==> src/rtl/core/dtcp_pkg.sv <==
// ----------------------------------------------------------------------------
// dtcp_pkg
// Shared constants, status codes and controller/datapath structs for the
// duplicate filter table.
// ----------------------------------------------------------------------------
package dtcp_pkg;

  localparam int TABLE_CAPACITY = 4096;
  localparam int ADDR_W  = $clog2(TABLE_CAPACITY);
  localparam int HELD_W  = $clog2(TABLE_CAPACITY + 1);
  localparam int KEY_W   = 64;
  localparam int CNT_W   = 4;
  localparam int OCC_W   = 13;
  localparam int LIMIT_W = 13;
  localparam int PAR_W   = 32;
  localparam int DIST_W  = 8;
  localparam int STAT_W  = 3;
  localparam int CFG_W   = 13;

  localparam logic [CNT_W-1:0] COUNT_MAX = 4'd15;

  localparam logic [STAT_W-1:0] ST_NEW      = 3'd0;
  localparam logic [STAT_W-1:0] ST_DUP      = 3'd1;
  localparam logic [STAT_W-1:0] ST_DROP     = 3'd2;
  localparam logic [STAT_W-1:0] ST_NO_PRUNE = 3'd3;
  localparam logic [STAT_W-1:0] ST_PRUNED   = 3'd4;

  localparam logic REG_PRUNE_LIMIT = 1'b0;
  localparam logic REG_KEEP_MIN    = 1'b1;

  // controller commands to the datapath
  typedef struct packed {
    logic              load;
    logic              rd;
    logic              idx_inc;
    logic              hit_wr;
    logic              new_wr;
    logic              pr_wr;
    logic              held_load;
    logic              respond;
    logic [STAT_W-1:0] code;
  } dtcp_cmd_t;

  // datapath status to the controller
  typedef struct packed {
    logic mode;
    logic held_zero;
    logic over_limit;
    logic full;
    logic match;
    logic last;
    logic keep;
  } dtcp_stat_t;

endpackage

==> src/rtl/core/dtcp_ctrl.sv <==
// ----------------------------------------------------------------------------
// dtcp_ctrl
// Sequencer for lookup, insert and prune sweeps over the key table.
// ----------------------------------------------------------------------------
module dtcp_ctrl (
  input  logic                clk,
  input  logic                rst,
  input  logic                start,
  output logic                busy,
  input  dtcp_pkg::dtcp_stat_t st,
  output dtcp_pkg::dtcp_cmd_t  cmd
);

  typedef enum logic [2:0] {
    S_IDLE, S_DISP, S_SCAN_RD, S_SCAN_CMP, S_PR_RD, S_PR_CMP
  } state_t;

  state_t state, state_next;

  assign busy = (state != S_IDLE);

  // next state and commands
  always_comb begin
    state_next = state;
    cmd        = '0;
    cmd.code   = dtcp_pkg::ST_NEW;
    unique case (state)
      S_IDLE: begin
        if (start) begin
          cmd.load   = 1'b1;
          state_next = S_DISP;
        end
      end
      S_DISP: begin
        if (st.mode) begin
          if (st.over_limit) begin
            state_next = S_PR_RD;
          end else begin
            cmd.respond = 1'b1;
            cmd.code    = dtcp_pkg::ST_NO_PRUNE;
            state_next  = S_IDLE;
          end
        end else if (st.held_zero) begin
          cmd.new_wr  = 1'b1;
          cmd.respond = 1'b1;
          cmd.code    = dtcp_pkg::ST_NEW;
          state_next  = S_IDLE;
        end else begin
          state_next = S_SCAN_RD;
        end
      end
      S_SCAN_RD: begin
        cmd.rd     = 1'b1;
        state_next = S_SCAN_CMP;
      end
      S_SCAN_CMP: begin
        priority if (st.match) begin
          cmd.hit_wr  = 1'b1;
          cmd.respond = 1'b1;
          cmd.code    = dtcp_pkg::ST_DUP;
          state_next  = S_IDLE;
        end else if (st.last) begin
          cmd.respond = 1'b1;
          if (st.full) begin
            cmd.code = dtcp_pkg::ST_DROP;
          end else begin
            cmd.new_wr = 1'b1;
            cmd.code   = dtcp_pkg::ST_NEW;
          end
          state_next = S_IDLE;
        end else begin
          cmd.idx_inc = 1'b1;
          state_next  = S_SCAN_RD;
        end
      end
      S_PR_RD: begin
        cmd.rd     = 1'b1;
        state_next = S_PR_CMP;
      end
      S_PR_CMP: begin
        cmd.pr_wr = st.keep;
        if (st.last) begin
          cmd.held_load = 1'b1;
          cmd.respond   = 1'b1;
          cmd.code      = dtcp_pkg::ST_PRUNED;
          state_next    = S_IDLE;
        end else begin
          cmd.idx_inc = 1'b1;
          state_next  = S_PR_RD;
        end
      end
      default: state_next = S_IDLE;
    endcase
  end

  // state register
  always_ff @(posedge clk) begin
    if (rst) begin
      state <= S_IDLE;
    end else begin
      state <= state_next;
    end
  end

endmodule

==> config.mk <==
export PLATFORM = sky130hd
export DESIGN_NAME = dtcp_ctrl
export DESIGN_NICKNAME = d
export VERILOG_FILES = /design/src/rtl/core/dtcp_pkg.sv /design/src/rtl/core/dtcp_ctrl.sv
export SDC_FILE = /design/constraint.sdc
export NUM_CORES = 1
export LEC_CHECK = 0
export BUFFER_PORTS_ARGS = -buffer_cell sky130_fd_sc_hd__buf_2
export CAP_MARGIN = 20
export CORE_AREA = 8 8 45 47
export CTS_CLUSTER_SIZE = 14
export DETAILED_ROUTE_END_ITERATION = 12
export DIE_AREA = 0 0 53 55
export GPL_TIMING_DRIVEN = 1
export PLACE_DENSITY = 0.53
export SLEW_MARGIN = 5
export SYNTH_ARGS = -nofsm -noshare
export SYNTH_HDL_FRONTEND = slang
export SYNTH_SLANG_ARGS = --single-unit
==> constraint.sdc <==
create_clock -name clk -period 3 [get_ports clk]
set_input_delay 0.6 -clock clk [delete_from_list [all_inputs] [get_ports clk]]
set_output_delay 0.6 -clock clk [all_outputs]
set_load 0.1 [all_outputs]
Word level (Yosys, flattened, before mapping)
Index checks and enable logic that the tools add are counted.
{"block": "classes", "n_div": 0, "shifts": 0, "reduce_logical": 3, "addsub": 0, "n_eq_ne": 6, "mul": 0, "bitwise": 0, "mux": 31, "magnitude_cmp": 0}
{"op": "2-to-1 mux 4 bit", "n": 5}
{"op": "one-hot mux 3 bit (6 select lines)", "n": 1}
{"op": "2-to-1 mux 3 bit", "n": 5}
{"op": "2-to-1 mux 1 bit", "n": 12}
{"op": "one-hot mux 4 bit (3 select lines)", "n": 1}
{"op": "2-to-1 mux 2 bit", "n": 4}
{"op": "== test 3 x 2 -> 1 bit (second input constant)", "n": 2}
{"op": "== test 3 bit (second input constant)", "n": 2}
{"op": "2-to-1 mux 5 bit", "n": 1}
{"op": "one-hot mux 1 bit (2 select lines)", "n": 2}
{"op": "== test 3 x 1 -> 1 bit (second input constant)", "n": 1}
{"op": "zero test 3 bit", "n": 1}
{"op": "nonzero test 3 bit", "n": 1}
{"op": "inequality test 2 bit (second input constant)", "n": 1}
{"op": "OR reduction 2 bit", "n": 1}
{"block": "word_totals", "latchBits": 0, "output_inout_bits": 12, "wordCells": 41, "register_bits": 3, "mem_bits_rw": 0, "inputBits": 10, "romBits": 0, "n_memories": 0}

Depth between registers and ports, before layout
{"block": "depth", "depth_word": 4, "ltp_mapped": 4, "depth_no_buf": 3}

Worst setup path after synthesis
Ideal clock, no wire load.
{"block": "synth_path", "kind": "input -> output", "startpoint": "in st[6] (netlist name)", "endpoint": "out cmd[6] (netlist name)", "arrival_time_ns": 3.208, "required_ns": 2.400, "cell_stages": 2, "path_slack_ns": -0.808, "path_buffers": 0, "cell_sequence": "or4b_1 o21ai_0"}
{"element": "from (decl)", "line_no": "dtcp_ctrl.sv:10", "text": "input dtcp_pkg::dtcp_stat_t st,"}
{"element": "to (decl)", "line_no": "dtcp_ctrl.sv:11", "text": "output dtcp_pkg::dtcp_cmd_t cmd"}

==> metrics <==
Starting Density 0.229; setup TNS 0 ns; max reg flops 3; Core Region 1380 um2; Post-CTS Resized 0; Synth Area in Compound Gates 0.273; wire length per cell 11.7 um; Num CTS Buffers 3; first-pass GRT wire length 1560 um; Critical Path Sink cmd[6]; Clock Pin Slew Worst Setup and Hold Paths 0.04 ns; CP arrival 1.96 ns; worst vdd ir 0.134 mV; Worst-Margin Slew 0.490 ns; Vias 389; RSZ-0062 raised after global routing false; Cell Pwr Density 435 nW/um2; total track usage 0.0704; nature of the critical path startpoint flop; area leader, netlist dfxtp_1; Syn Inst Count 45; WL final 969 um; commonest non-fill, non-tap cell in the layout buf_2; crit path max fanout 10; vias in the first global route 373; fillcell total 166; Vias/cell 4.69; Simple-Gate Fraction of Synth Area 0.423; Final nets 78; DR DRC count 0; Worst Setup Slack post-DPL 0.616 ns; initial antenna violation count 0; post-synthesis xor/xnor area fraction 0; Reg2Reg Depth 3; part of the cycle the worst path needs 0.853; top cells by area, synth dfxtp_1 19%, nor2_1 9.5%, o21ai_0 6.3%, nand2b_1 5.9%, o41ai_2 5.1%; Max Cap Viol 0; origin of the worst setup path state[1]; final setup vio count 0; Post-CTS Repair Setup Buffers 0; number of port buffers 21; FP Rows 14; Area after DPL 430 um2; Synth cell types 24; share of the synthesized area in the top cell type 0.190; GRT overflow 0; register-to-register setup slack 1.57 ns; Fin. Hold Viols 0; Layout area overhead 44.3%; final RePlAce weighted congestion 0.762; final hold slack 0.598 ns; CTS root buffer clkbuf_4; number of register bits inferred by synthesis 3; Mean Syn Cell Area 7.03 um2; Placed Cells 79; fin cells 83; H-tree Lvls 1; Max clock buf depth 2; DR iter-0 viols 8; Final Power 199 uW; I/O Pins 22; Synth Area in Adders 0; area of the mapped netlist 317 um2; Worst Skew 0.00109 ns; Worst-Skew Late Latency 0.23 ns; reg2reg start state[0]; Max Clk Rate 391 MHz; die footprint 2920 um2; largest register by flop count state; share of layout cells above drive strength 1 0.403; CTS tree built; cell area after layout 457 um2; Relative slew margins 0.675; TritonRoute pass-1 iters 3; main combinational cell family by area after synthesis simple AND/OR/NAND/NOR gates; hold buffers post-CTS 0; Hold Path Class flop to flop; biggest regs state x3; Critical Path RT 2.40 ns; yosys warns 0; Die Y-Extent 55 um; status finished, final reports clean; largest net degree at the start of global routing 15; Final WS setup 0.441 ns; Setup crit end kind primary output; Mapped Nets 55; max-slew violation count 0; Final Critical Period 2.56 ns; Leak 0.224 nW; n_diodes 0; Setup CP Type flop to primary output; Detail Route Antenna Nets 0; CTS Sinks 3; mux share of post-synthesis cell area 0.0316; RR Endpoint state[1]; die width 53 um; Util after Layout 0.330; most frequent cells in the layout 21 x buf_2, 7 x nor2_1; dpl hpwl 779 um; sequential share of the synthesized area 0.190
-- synthesized netlist by cell type, drive strengths merged --
library cell / n
or4: 1
and4b: 1
and2b: 1
o22ai: 1
nand2: 3
clkbuf: 2
or3: 1
mux2i: 1
o2111a: 1
nor3: 2
o41ai: 1
a32o: 1
inv: 2
nor3b: 1
or4b: 1
a21oi: 3
o21a: 1
buf: 1
dfxtp: 3
nor2: 8
nor2b: 1
o21ai: 4
and3b: 1
nand2b: 3
-- cell families (layout without fill, tap and decap cells) --
kind of cell	after synthesis	count (layout)
buffers and inverters	5	27
multiplexers	1	1
AND/OR/NAND/NOR	24	24
AO/OA/AOI/OAI	12	12
flip-flops	3	3
-- area by class of cell --
type	count	area (um2)	share of cell area
clock buffers	4	26.3	0.0575
repair buffers	21	105	0.230
multi-input cells	37	238	0.521
well taps	16	20.0	0.0438
flip-flops and latches	3	60.1	0.132
inverters	2	7.51	0.0164
-- worst max-delay path, cell delays in order (launching register included) --
cell      delay [ns]
dfxtp_1         0.51
nand2b_1        0.21
or4_1           0.50
o21ai_1         0.08
buf_2           0.44
-- where the power goes --
part	internal, mW	switching (mW)
Sequential	0.0421	0.00611
Combinational	0.0184	0.0625
Clock	0.0498	0.0197
-- routing by layer --
layer | vias up | wire length [um] | track usage
met3 | 2 | 134 | 0.0348
li1 | 206 | - | -
met1 | 166 | 393 | 0.0697
met4 | 0 | 6 | 0.0517
met5 | - | 0 | 0
met2 | 15 | 434 | 0.113
-- worst min path at each step --
stage                     startpoint        to  slack, ns  cells past startpoint
final                       state[0]  state[0]       0.60                      1
after global routing             rst  state[0]       0.65                      4
after CTS                   state[0]  state[0]       0.61                      1
after detailed placement    state[0]  state[0]       0.60                      1
after global placement      state[0]  state[0]       0.60                      1
after floorplan             state[1]  state[2]       0.52                      2
Note: power is estimated with default switching activity, not from simulation.
